`config.mk`:
```
export PLATFORM = sky130hd
export DESIGN_NAME = touch_sample_qualifier
export DESIGN_NICKNAME = d
export VERILOG_FILES = /design/src/hdl/tsq_pkg.sv /design/src/hdl/tsq_sort_cell.sv /design/src/hdl/tsq_sort_chain.sv /design/src/hdl/touch_sample_qualifier.sv
export SDC_FILE = /design/constraint.sdc
export NUM_CORES = 2
export LEC_CHECK = 0
export BUFFER_PORTS_ARGS = -buffer_cell sky130_fd_sc_hd__clkbuf_2
export CORE_ASPECT_RATIO = 1.1
export CORE_MARGIN = 3
export CORE_UTILIZATION = 48
export DETAILED_ROUTE_END_ITERATION = 10
export GPL_TIMING_DRIVEN = 1
export HOLD_SLACK_MARGIN = 0.12
export PLACE_DENSITY = 0.64
export SLEW_MARGIN = 20
export SYNTH_ARGS = -nofsm -noshare
export SYNTH_HDL_FRONTEND = slang
export SYNTH_HIERARCHICAL = 1
export SYNTH_SLANG_ARGS = --single-unit
```
`constraint.sdc`:
```
create_clock -name clk -period 5.65 [get_ports clk]
set_input_delay 0.2825 -clock clk [delete_from_list [all_inputs] [get_ports clk]]
set_output_delay 0.2825 -clock clk [all_outputs]
set_load 0.01 [all_outputs]
```
`src/hdl/tsq_pkg.sv`:
```
// Shared types and constants for the touch sample qualifier.
// Used by the sort cells, the sort chain and the top level.
`default_nettype none

package tsq_pkg;

  localparam int SAMPLES = 5;
  localparam int TRIM    = 1;

  localparam int SAMPLE_W = 12;
  localparam int POS_W    = 16;
  localparam int GAIN_W   = 24;
  localparam int OFF_W    = 20;
  localparam int CFG_W    = 24;
  localparam int CFG_IDX_W = 3;

  localparam int CNT_W  = $clog2(SAMPLES + 1);
  localparam int SUM_W  = SAMPLE_W + $clog2(SAMPLES);
  localparam int KEEP   = (SAMPLES > 2 * TRIM) ? SAMPLES - 2 * TRIM : 1;
  localparam int DIV_SH = SUM_W + 4;
  localparam int RECIP_W = DIV_SH + 1;
  localparam logic [RECIP_W-1:0] RECIP = RECIP_W'(((64'd1 << DIV_SH) + KEEP - 1) / KEEP);

  localparam logic [SAMPLE_W-1:0] AGREE_RESET = 12'd50;
  localparam logic [POS_W-1:0]    IDLE_POS    = 16'hFFFF;

  localparam logic [CFG_IDX_W-1:0] REG_RAW_MODE  = 3'd0;
  localparam logic [CFG_IDX_W-1:0] REG_SWAP_AXES = 3'd1;
  localparam logic [CFG_IDX_W-1:0] REG_AGREE_WIN = 3'd2;
  localparam logic [CFG_IDX_W-1:0] REG_X_GAIN    = 3'd3;
  localparam logic [CFG_IDX_W-1:0] REG_X_OFFSET  = 3'd4;
  localparam logic [CFG_IDX_W-1:0] REG_Y_GAIN    = 3'd5;
  localparam logic [CFG_IDX_W-1:0] REG_Y_OFFSET  = 3'd6;

  typedef logic [SAMPLE_W-1:0] sample_t;
  typedef logic [POS_W-1:0]    pos_t;

  typedef struct packed {
    logic    moves;
    sample_t val;
  } cell_link_t;

endpackage

`default_nettype wire

```
`src/hdl/tsq_sort_cell.sv`:
```
// One cell of the insertion sorter: holds one sample of a reading.
// Depends on tsq_pkg for the sample and link types.
`default_nettype none

module tsq_sort_cell
  import tsq_pkg::*;
(
  input  wire logic       clk,
  input  wire logic       ins,
  input  wire sample_t    new_val,
  input  wire logic       occ,
  input  wire cell_link_t left,
  output cell_link_t      right
);

  sample_t val;
  logic    moves;

  assign moves = !occ || (new_val < val);
  assign right = '{moves: moves, val: val};

  always_ff @(posedge clk) begin
    if (ins) begin
      if (left.moves) begin
        val <= left.val;
      end else if (moves) begin
        val <= new_val;
      end
    end
  end

endmodule

`default_nettype wire

```
`src/hdl/tsq_sort_chain.sv`:
```
// Row of sort cells for one axis; keeps the current reading in order.
// Depends on tsq_pkg and tsq_sort_cell.
`default_nettype none

module tsq_sort_chain
  import tsq_pkg::*;
(
  input  wire logic                 clk,
  input  wire logic                 ins,
  input  wire sample_t              new_val,
  input  wire logic [CNT_W-1:0]     count,
  output sample_t [SAMPLES-1:0]     vals
);

  cell_link_t links [SAMPLES];

  for (genvar i = 0; i < SAMPLES; i++) begin : g_cell
    cell_link_t left;
    if (i == 0) begin : g_first
      assign left = '0;
    end else begin : g_rest
      assign left = links[i-1];
    end

    tsq_sort_cell u_cell (
      .clk     (clk),
      .ins     (ins),
      .new_val (new_val),
      .occ     (CNT_W'(i) < count),
      .left    (left),
      .right   (links[i])
    );

    assign vals[i] = links[i].val;
  end

endmodule

`default_nettype wire

```
`src/hdl/touch_sample_qualifier.sv`:
```
// Top level of the touch sample qualifier: sequencer, averaging, scaling, press state.
// Depends on tsq_pkg and tsq_sort_chain.
//
// Each pen-down beat carries one X/Y sample pair, inserted in order into a row of sort
// cells per axis; five pairs make a reading, the middle three are averaged, and two
// readings make a scan. A beat in the middle of a reading is inserted and the sequencer
// stays idle. The beat that ends the first reading of a scan goes through insert, sum,
// divide and store. The beat that ends a scan goes through the sum, reciprocal-multiply,
// compare, gain-multiply, saturate, press and emit steps of the sequencer; raw mode or
// disagreement skips gain-multiply and saturate. A pen-up beat goes to emit. One result
// is held in an output register, so the next beat is taken while a result waits; the
// sequencer stalls only when a second result is ready before the first is taken.
`default_nettype none

module touch_sample_qualifier
  import tsq_pkg::*;
(
  input  wire logic                 clk,
  input  wire logic                 rst,

  input  wire logic                 cfg_we,
  input  wire logic [CFG_IDX_W-1:0] cfg_index,
  input  wire logic [CFG_W-1:0]     cfg_data,

  input  wire logic                 in_valid,
  output logic                      in_ready,
  input  wire logic                 pen_down,
  input  wire logic [11:0]          raw_x,
  input  wire logic [11:0]          raw_y,
  input  wire logic                 clear_caught,

  output logic                      out_valid,
  input  wire logic                 out_ready,
  output logic                      pressed,
  output logic                      caught,
  output logic                      readings_agreed,
  output logic [15:0]               pos_x,
  output logic [15:0]               pos_y,
  output logic [15:0]               first_x,
  output logic [15:0]               first_y
);

  typedef enum logic [2:0] {
    S_IDLE, S_SUM, S_DIV, S_CHECK, S_SCALE, S_SAT, S_PRESS, S_EMIT
  } state_t;

  localparam int PROD_W = GAIN_W + SAMPLE_W + 1;
  localparam int ACC_W  = PROD_W + 1;
  localparam int MUL_W  = SUM_W + RECIP_W;

  state_t state;

  logic                raw_mode;
  logic                swap_axes;
  sample_t             agree_window;
  logic [GAIN_W-1:0]   x_gain;
  logic [OFF_W-1:0]    x_offset;
  logic [GAIN_W-1:0]   y_gain;
  logic [OFF_W-1:0]    y_offset;

  logic [CNT_W-1:0]    count;
  logic                reading_index;
  sample_t             first_rd_x;
  sample_t             first_rd_y;
  pos_t                position_x;
  pos_t                position_y;
  pos_t                start_x;
  pos_t                start_y;
  logic                press_flag;
  logic                caught_flag;
  logic                agreed;

  logic [SUM_W-1:0]    sum_x;
  logic [SUM_W-1:0]    sum_y;
  sample_t             rd_x;
  sample_t             rd_y;
  sample_t             avg_x;
  sample_t             avg_y;
  logic signed [PROD_W-1:0] prod_x;
  logic signed [PROD_W-1:0] prod_y;

  logic                accept;
  logic                ins;
  sample_t             samp_x;
  sample_t             samp_y;
  sample_t [SAMPLES-1:0] vals_x;
  sample_t [SAMPLES-1:0] vals_y;
  logic [SUM_W-1:0]    sum_x_next;
  logic [SUM_W-1:0]    sum_y_next;
  logic [MUL_W-1:0]    mul_x;
  logic [MUL_W-1:0]    mul_y;
  sample_t             diff_x;
  sample_t             diff_y;
  logic                agree_now;
  logic [SAMPLE_W:0]   pair_x;
  logic [SAMPLE_W:0]   pair_y;
  logic signed [ACC_W-1:0] acc_x;
  logic signed [ACC_W-1:0] acc_y;
  pos_t                sat_x;
  pos_t                sat_y;
  logic [CNT_W-1:0]    count_next;

  assign in_ready = (state == S_IDLE);
  assign accept   = in_valid && in_ready;
  assign ins      = accept && pen_down;
  assign samp_x   = swap_axes ? raw_y : raw_x;
  assign samp_y   = swap_axes ? raw_x : raw_y;
  assign count_next = count + CNT_W'(1);

  tsq_sort_chain u_chain_x (
    .clk     (clk),
    .ins     (ins),
    .new_val (samp_x),
    .count   (count),
    .vals    (vals_x)
  );

  tsq_sort_chain u_chain_y (
    .clk     (clk),
    .ins     (ins),
    .new_val (samp_y),
    .count   (count),
    .vals    (vals_y)
  );

  always_comb begin
    sum_x_next = '0;
    sum_y_next = '0;
    for (int i = TRIM; i < SAMPLES - TRIM; i++) begin
      sum_x_next = sum_x_next + SUM_W'(vals_x[i]);
      sum_y_next = sum_y_next + SUM_W'(vals_y[i]);
    end
  end

  assign mul_x = MUL_W'(sum_x) * MUL_W'(RECIP);
  assign mul_y = MUL_W'(sum_y) * MUL_W'(RECIP);

  assign diff_x = (first_rd_x > rd_x) ? first_rd_x - rd_x : rd_x - first_rd_x;
  assign diff_y = (first_rd_y > rd_y) ? first_rd_y - rd_y : rd_y - first_rd_y;
  assign agree_now = (diff_x < agree_window) && (diff_y < agree_window);
  assign pair_x = {1'b0, first_rd_x} + {1'b0, rd_x};
  assign pair_y = {1'b0, first_rd_y} + {1'b0, rd_y};

  assign acc_x = ACC_W'(prod_x) + (ACC_W'(signed'(x_offset)) <<< 16);
  assign acc_y = ACC_W'(prod_y) + (ACC_W'(signed'(y_offset)) <<< 16);

  always_comb begin
    if (acc_x[ACC_W-1]) begin
      sat_x = '0;
    end else if (|acc_x[ACC_W-2:20+POS_W]) begin
      sat_x = IDLE_POS;
    end else begin
      sat_x = acc_x[20 +: POS_W];
    end
    if (acc_y[ACC_W-1]) begin
      sat_y = '0;
    end else if (|acc_y[ACC_W-2:20+POS_W]) begin
      sat_y = IDLE_POS;
    end else begin
      sat_y = acc_y[20 +: POS_W];
    end
  end

  always_ff @(posedge clk) begin
    if (rst) begin
      state         <= S_IDLE;
      raw_mode      <= 1'b0;
      swap_axes     <= 1'b0;
      agree_window  <= AGREE_RESET;
      x_gain        <= '0;
      x_offset      <= '0;
      y_gain        <= '0;
      y_offset      <= '0;
      count         <= '0;
      reading_index <= 1'b0;
      first_rd_x    <= '0;
      first_rd_y    <= '0;
      position_x    <= '0;
      position_y    <= '0;
      start_x       <= '0;
      start_y       <= '0;
      press_flag    <= 1'b0;
      caught_flag   <= 1'b0;
      agreed        <= 1'b0;
      out_valid     <= 1'b0;
    end else begin
      if (cfg_we) begin
        unique case (cfg_index)
          REG_RAW_MODE:  raw_mode     <= cfg_data[0];
          REG_SWAP_AXES: swap_axes    <= cfg_data[0];
          REG_AGREE_WIN: agree_window <= cfg_data[SAMPLE_W-1:0];
          REG_X_GAIN:    x_gain       <= cfg_data[GAIN_W-1:0];
          REG_X_OFFSET:  x_offset     <= cfg_data[OFF_W-1:0];
          REG_Y_GAIN:    y_gain       <= cfg_data[GAIN_W-1:0];
          REG_Y_OFFSET:  y_offset     <= cfg_data[OFF_W-1:0];
          default: ;
        endcase
      end

      if (out_valid && out_ready && (state != S_EMIT)) begin
        out_valid <= 1'b0;
      end

      unique case (state)
        S_IDLE: begin
          if (accept) begin
            agreed <= 1'b0;
            if (clear_caught) begin
              caught_flag <= 1'b0;
            end
            if (pen_down) begin
              if (count_next == CNT_W'(SAMPLES)) begin
                count <= '0;
                state <= S_SUM;
              end else begin
                count <= count_next;
              end
            end else begin
              count         <= '0;
              reading_index <= 1'b0;
              if (press_flag) begin
                press_flag <= 1'b0;
              end else begin
                start_x    <= '0;
                start_y    <= '0;
                position_x <= IDLE_POS;
                position_y <= IDLE_POS;
              end
              state <= S_EMIT;
            end
          end
        end
        S_SUM: begin
          sum_x <= sum_x_next;
          sum_y <= sum_y_next;
          state <= S_DIV;
        end
        S_DIV: begin
          rd_x  <= mul_x[DIV_SH +: SAMPLE_W];
          rd_y  <= mul_y[DIV_SH +: SAMPLE_W];
          state <= S_CHECK;
        end
        S_CHECK: begin
          if (!reading_index) begin
            first_rd_x    <= rd_x;
            first_rd_y    <= rd_y;
            reading_index <= 1'b1;
            state         <= S_IDLE;
          end else begin
            reading_index <= 1'b0;
            agreed        <= agree_now;
            avg_x         <= pair_x[SAMPLE_W:1];
            avg_y         <= pair_y[SAMPLE_W:1];
            if (agree_now && raw_mode) begin
              position_x <= POS_W'(pair_x[SAMPLE_W:1]);
              position_y <= POS_W'(pair_y[SAMPLE_W:1]);
              state      <= S_PRESS;
            end else if (agree_now) begin
              state <= S_SCALE;
            end else begin
              state <= S_PRESS;
            end
          end
        end
        S_SCALE: begin
          prod_x <= signed'(x_gain) * signed'({1'b0, avg_x});
          prod_y <= signed'(y_gain) * signed'({1'b0, avg_y});
          state  <= S_SAT;
        end
        S_SAT: begin
          position_x <= sat_x;
          position_y <= sat_y;
          state      <= S_PRESS;
        end
        S_PRESS: begin
          if (!press_flag) begin
            press_flag  <= 1'b1;
            caught_flag <= 1'b1;
            start_x     <= position_x;
            start_y     <= position_y;
          end
          state <= S_EMIT;
        end
        S_EMIT: begin
          if (!out_valid || out_ready) begin
            out_valid       <= 1'b1;
            pressed         <= press_flag;
            caught          <= caught_flag;
            readings_agreed <= agreed;
            pos_x           <= position_x;
            pos_y           <= position_y;
            first_x         <= start_x;
            first_y         <= start_y;
            state           <= S_IDLE;
          end
        end
        default: state <= S_IDLE;
      endcase
    end
  end

endmodule

`default_nettype wire

```
Word level (Yosys, flattened, before mapping)
Cells that the tools add are included.
Widths: inputs -> output; s select.
- add/subtract/negate cells: 13
- multiply operators: 4
- divide/modulo/power cells: 0
- magnitude comparators: 16
- equal/unequal tests: 24
- shift-type cells: 0
- mux-type cells: 61
- bitwise gates (word level): 2
- reduce and logical (&&, ||, !) cells: 60
- operator list (cell ; number):
    $mux 16 ; 16
    $mux 12 ; 16
    $lt 12x12->1 ; 10
    $pmux 16 s3 ; 2
    $add 37x36->38 ; 2
    $mul 24x13->37 ; 2
    $pmux 16 s2 ; 2
    $mul 15x18->31 const B ; 2
    $add 12x12->13 ; 4
    $sub 12x12->12 ; 4
    $reduce_and 2->1 ; 20
    $add 13x12->14 ; 2
    $eq 3x3->1 const B ; 8
    $gt 12x12->1 ; 2
    $pmux 3 s8 ; 1
    $mux 3 ; 7
    $reduce_and 3->1 ; 6
    $reduce_bool 2->1 ; 8
    $eq 3x2->1 const B ; 4
    $ne 2x2->1 const B ; 6
    $mux 1 ; 11
    $logic_or 1x1->1 ; 9
    $pmux 1 s2 ; 4
    $eq 3x1->1 const B ; 2
    15 further kinds ; 30
- flip-flop bits (word level): 516
- bits in latches: 0
- bits in writable memories: 0
- ROM bits: 0
- input bits: 58
- output and inout port bits: 69
- logic and storage cells: 223
- memories: 0

Logic depth before layout (Yosys ltp)
- depth in word-level cells: 8
- depth in mapped cells: 24
- depth with buffers taken out: 23

Modules after synthesis
The synthesis kept the hierarchy.
- modules (own cells, without submodules) (module ; instances ; cells each ; area each (sq um) ; seq. area each (sq um)):
    touch_sample_qualifier ; 1 ; 4900 ; 46036.7 ; 9579.2
    tsq_sort_cell ; 10 ; 70 ; 802.0 ; 360.3
    tsq_sort_chain ; 2 ; 5 ; 32.5 ; 0.0

Worst setup path before layout
No wires, ideal clock.
- path kind: register to register
- start point: register state[1]
- end point: register caught (enable)
- library setup time: 0.575 ns
- arrival: 5.346 ns
- required time: 5.075 ns
- setup slack: -0.271 ns
- stages on the path, launching flop included: 4
- buffers on the path: 1
- clock period less this slack: 5.921 ns
- cell sequence: dfxtp_1 -> clkbuf_1 -> nand3_1 -> nor3_1
- word-level cells in the longest chain between the ends: 2
- ends and longest elaborated chain (what ; line ; text):
    start, declared ; touch_sample_qualifier.sv:51 ; state_t state;
    start signal, assigned ; touch_sample_qualifier.sv:166 ; state <= S_IDLE;
    start signal, assigned ; touch_sample_qualifier.sv:214 ; state <= S_SUM;
    start signal, assigned ; touch_sample_qualifier.sv:229 ; state <= S_EMIT;
    $eq 3x3->1 ; touch_sample_qualifier.sv:204 ; unique case (state)
    $reduce_and 3->1 (no line) ; n/a ;
    end signal, assigned ; touch_sample_qualifier.sv:288 ; caught <= caught_flag;
    end, declared ; touch_sample_qualifier.sv:35 ; output logic caught,
No other way between the ends.
A chain may end at the register's enable or synchronous reset.

Worst setup path after layout
- start point: register avg_y[2]
- end point: register prod_y[31] (data pin)
- word-level cells in the longest chain between the ends: 1
- ends and longest elaborated chain (what ; line ; text):
    start, declared ; touch_sample_qualifier.sv:78 ; sample_t avg_y;
    start signal, assigned ; touch_sample_qualifier.sv:253 ; avg_y <= pair_y[SAMPLE_W:1];
    $mul 24x13->37 ; touch_sample_qualifier.sv:267 ; prod_y <= signed'(y_gain) * signed'({1'b0, avg_y});
    end signal, assigned ; touch_sample_qualifier.sv:267 ;
    end, declared ; touch_sample_qualifier.sv:80 ; logic signed [PROD_W-1:0] prod_y;
No other way between the ends.

==> metrics.txt <==
# TYPE chip_impl_metric gauge
chip_impl_info{name="outcome",value="finished with violations"} 1
chip_impl_info{name="failed_checks",value="negative setup slack"} 1
chip_impl_metric{name="area.sequential",unit="sq um"} 12500
chip_impl_metric{name="share_seq_of_total_power",unit="%"} 23.2
chip_impl_metric{name="design_area",unit="sq um"} 60300
chip_impl_metric{name="synthCells",unit=""} 5464
chip_impl_metric{name="syn-cell-area",unit="sq um"} 52500
chip_impl_info{name="path_cells",value="buf_6 > and2_1 > fa_1 > inv_1 > fa_1 > inv_1 > fa_1 > inv_1 > fa_1 > inv_1 > fa_1 > ha_4 > nor4_2 > o21ai_1 > a21bo_2 > a41oi_2 > a21oi_2 > a211oi_4 > buf_4 > o21ai_2 > xor2_1"} 1
chip_impl_metric{name="dpl.cell_count",unit=""} 7136
chip_impl_metric{name="totalWireLength",unit="mm"} 129
chip_impl_metric{name="yosys_warnings",unit=""} 6
chip_impl_info{name="tritoncts_clock_tree",value="built"} 1
chip_impl_metric{name="die_h",unit="microns"} 353
chip_impl_metric{name="cts_inserted_buffers",unit=""} 56
chip_impl_metric{name="grt_pass1_wl",unit="mm"} 209
chip_impl_metric{name="final_core_utilization",unit="%"} 55.9
chip_impl_metric{name="hold_viol",unit=""} 0
chip_impl_metric{name="switching_portion_of_total_power",unit="%"} 40.4
chip_impl_metric{name="first_pass_iters",unit=""} 5
chip_impl_metric{name="floorplan.initialDensity",unit="%"} 48.7
chip_impl_metric{name="drt-wirelength-per-cell",unit="microns"} 17.6
chip_impl_metric{name="worst-slew-pin-transition",unit="ns"} 0.992
chip_impl_info{name="most-common-layout-cells",value="1031 x sky130_fd_sc_hd__inv_1, 655 x sky130_fd_sc_hd__fa_1, 654 x sky130_fd_sc_hd__nand2_1, 579 x sky130_fd_sc_hd__ha_1, 310 x sky130_fd_sc_hd__buf_4"} 1
chip_impl_metric{name="placement.io_buffers",unit=""} 126
chip_impl_metric{name="grt_pass1_vias",unit=""} 40391
chip_impl_metric{name="path_clk_slew",unit="ns"} 0.06
chip_impl_metric{name="dp_hpwl",unit="mm"} 105
chip_impl_metric{name="flow.area_growth_from_synthesis",unit="%"} 14.8
chip_impl_metric{name="final_nets",unit=""} 7191
chip_impl_metric{name="detailedRoute.firstIterationViolations",unit=""} 2068
chip_impl_metric{name="worst-path-max-fanout",unit=""} 6
chip_impl_metric{name="die-width",unit="microns"} 321
chip_impl_metric{name="grt_start_max_net_pins",unit=""} 87
chip_impl_metric{name="wl_met1",unit="mm"} 53.3
chip_impl_metric{name="layout.filler_cells",unit=""} 9484
chip_impl_metric{name="layout-drive-gt1-share",unit="%"} 15.0
chip_impl_metric{name="remaining_drc_errors",unit=""} 0
chip_impl_info{name="critical-path-slowest-cell",value="sky130_fd_sc_hd__fa_1"} 1
chip_impl_metric{name="timing.critical_path.arrival",unit="ns"} 6.14
chip_impl_info{name="worstSetupPathType",value="reg2reg"} 1
chip_impl_info{name="cpLargestDelayFamily",value="adder cells"} 1
chip_impl_info{name="root_buffer",value="sky130_fd_sc_hd__clkbuf_16"} 1
chip_impl_metric{name="comb_power_share",unit="%"} 57.6
chip_impl_metric{name="via_per_inst",unit=""} 5.26
chip_impl_metric{name="post_synth.cell_area_avg",unit="sq um"} 9.60
chip_impl_info{name="critPathLaunchType",value="register"} 1
chip_impl_metric{name="groute.usage.overall",unit="%"} 23.0
chip_impl_info{name="category_of_the_worst_setup_path_capture_point",value="register"} 1
chip_impl_info{name="mostFrequentLayoutCell",value="sky130_fd_sc_hd__inv_1"} 1
chip_impl_info{name="setup_repair_after_global_routing_missed_its_margin",value="yes"} 1
chip_impl_metric{name="fin_tns_setup",unit="ns"} -0.294
chip_impl_metric{name="total_leakage_power",unit="nW"} 28.6
chip_impl_metric{name="finalSetupViolCount",unit=""} 8
chip_impl_metric{name="timing.critical_path.required",unit="ns"} 6.05
chip_impl_metric{name="core_region_area",unit="sq um"} 108000
chip_impl_info{name="worstHoldPathType",value="in2reg"} 1
chip_impl_metric{name="multi_input_comb_area",unit="sq um"} 36300
chip_impl_info{name="most_frequent_cell_on_the_critical_path",value="sky130_fd_sc_hd__fa_1"} 1
chip_impl_metric{name="clock_sinks",unit=""} 482
chip_impl_metric{name="postLayoutSetupSlackWorst",unit="ns"} -0.0873
chip_impl_metric{name="antenna_found_initial",unit=""} 2
chip_impl_metric{name="max-slew-margin-rel",unit="%"} 33.7
chip_impl_metric{name="wl_met2",unit="mm"} 65.1
chip_impl_metric{name="dpl-instance-area",unit="sq um"} 56700
chip_impl_metric{name="place_congestion",unit=""} 0.885
chip_impl_metric{name="design.portCount",unit=""} 127
chip_impl_metric{name="power.switching",unit="mW"} 8.08
chip_impl_metric{name="clk_path_buf_depth",unit=""} 3
chip_impl_metric{name="worst_path_largest_cell_delay",unit="ns"} 0.54
chip_impl_metric{name="power.share.clock",unit="%"} 19.1
chip_impl_metric{name="worst_skew_pair_later_pin_latency",unit="ns"} 0.65
chip_impl_metric{name="final.setup_skew",unit="ns"} 0.0270
chip_impl_metric{name="peakVddDrop",unit="mV"} 0.388
chip_impl_metric{name="met3_length",unit="mm"} 6.07
chip_impl_info{name="dr.max_layer_used",value="met4"} 1
chip_impl_metric{name="preCtsSetupSlack",unit="ns"} -0.359
chip_impl_metric{name="grt_overflow",unit=""} 0
chip_impl_metric{name="drt.antenna.violating_nets",unit=""} 0
chip_impl_metric{name="fin_cells",unit=""} 7316
chip_impl_metric{name="finalCritPeriodShare",unit="%"} 102
chip_impl_metric{name="cts_htree_levels",unit=""} 2
chip_impl_metric{name="std_cell_rows",unit=""} 126
chip_impl_metric{name="power.internal",unit="mW"} 11.9
chip_impl_metric{name="max_cap_viol_count",unit=""} 0
chip_impl_metric{name="power_density",unit="nW/um^2"} 332
chip_impl_metric{name="final.min_clock_period",unit="ns"} 5.74
chip_impl_metric{name="path_buf_inv",unit=""} 6
chip_impl_metric{name="maxSlewViolCount",unit=""} 0
chip_impl_metric{name="detailroute.via_count",unit=""} 38502
chip_impl_metric{name="floorplan_die_area",unit="sq um"} 113000
chip_impl_metric{name="max_frequency",unit="MHz"} 174
layer usage:
metal  track usage [%]  up-vias
met1              28.8    19086
met4              7.43        0
met5                 0        -
met2              41.4      866
li1                  -    18326
met3              2.44      224
cell type report:
type	count	area share, %
diodes	1	0.00415
flip-flops and latches	482	20.7
well taps	1408	2.92
inverters	1053	6.57
clock buffers	81	2.74
multi-input cells	3760	60.2
clock inverters	25	0.513
repair buffers	506	6.40
worst register-to-register path, cell delays in order (launching register included):
cell	delay, ns
sky130_fd_sc_hd__edfxtp_1	0.53
sky130_fd_sc_hd__buf_6	0.19
sky130_fd_sc_hd__and2_1	0.16
sky130_fd_sc_hd__fa_1	0.50
sky130_fd_sc_hd__inv_1	0.05
sky130_fd_sc_hd__fa_1	0.47
sky130_fd_sc_hd__inv_1	0.05
sky130_fd_sc_hd__fa_1	0.50
sky130_fd_sc_hd__inv_1	0.06
sky130_fd_sc_hd__fa_1	0.54
sky130_fd_sc_hd__inv_1	0.05
sky130_fd_sc_hd__fa_1	0.48
sky130_fd_sc_hd__ha_4	0.20
sky130_fd_sc_hd__nor4_2	0.25
sky130_fd_sc_hd__o21ai_1	0.12
sky130_fd_sc_hd__a21bo_2	0.25
sky130_fd_sc_hd__a41oi_2	0.19
sky130_fd_sc_hd__a21oi_2	0.12
sky130_fd_sc_hd__a211oi_4	0.38
sky130_fd_sc_hd__buf_4	0.19
sky130_fd_sc_hd__o21ai_2	0.05
sky130_fd_sc_hd__xor2_1	0.14
through the flow:
step	power (mW)	hold WS, ns
5_1_grt	21.9	0.212
3_5_place_dp	15.8	0.416
2_1_floorplan	12.5	0.378
6_report	20.0	0.182
4_1_cts	20.0	0.127
3_3_place_gp	15.5	0.411
power groups by stage:
stage,registers [mW],clock network (mW),logic (mW)
after floorplan,4.60,0,7.94
after global placement,4.71,0,10.8
after detailed placement,4.72,0,11.1
after CTS,4.65,3.91,11.4
after global routing,4.68,4.04,13.2
final,4.65,3.83,11.5
final timing paths:
kind | depth (start not counted) | endpoint | slack, ns | from
min | 5 | swap_axes$_SDFFE_PP0P_ | 0.18 | cfg_index[2]
min reg2reg | 0 | first_x[3]$_DFFE_PP_ | 0.43 | start_x[3]$_SDFFE_PP0P_
max | 21 | prod_y[31]$_DFFE_PP_ | -0.09 | avg_y[2]$_DFFE_PP_
max reg2reg | 21 | prod_y[31]$_DFFE_PP_ | -0.09 | avg_y[2]$_DFFE_PP_
what timing repair did:
action                                  CTS  global route
gates cloned                              0             0
setup buffers                            16            24
hold buffers                             34             0
gates resized for setup                  84           126
endpoints found under the hold margin   106             0
pin swaps                                79            89
endpoints found under the setup margin   38            57
flip-flops by register name, summed over array words and instances (netlist names), 20 cells and up:
signal,cells
u_chain_x/g_cell.u_cell/val,48
x_offset,20
prod_x,21
y_offset,20
prod_y,21
y_gain,24
x_gain,24
u_chain_y/g_cell.u_cell/val,48
Power figures use the tool's default switching activity.
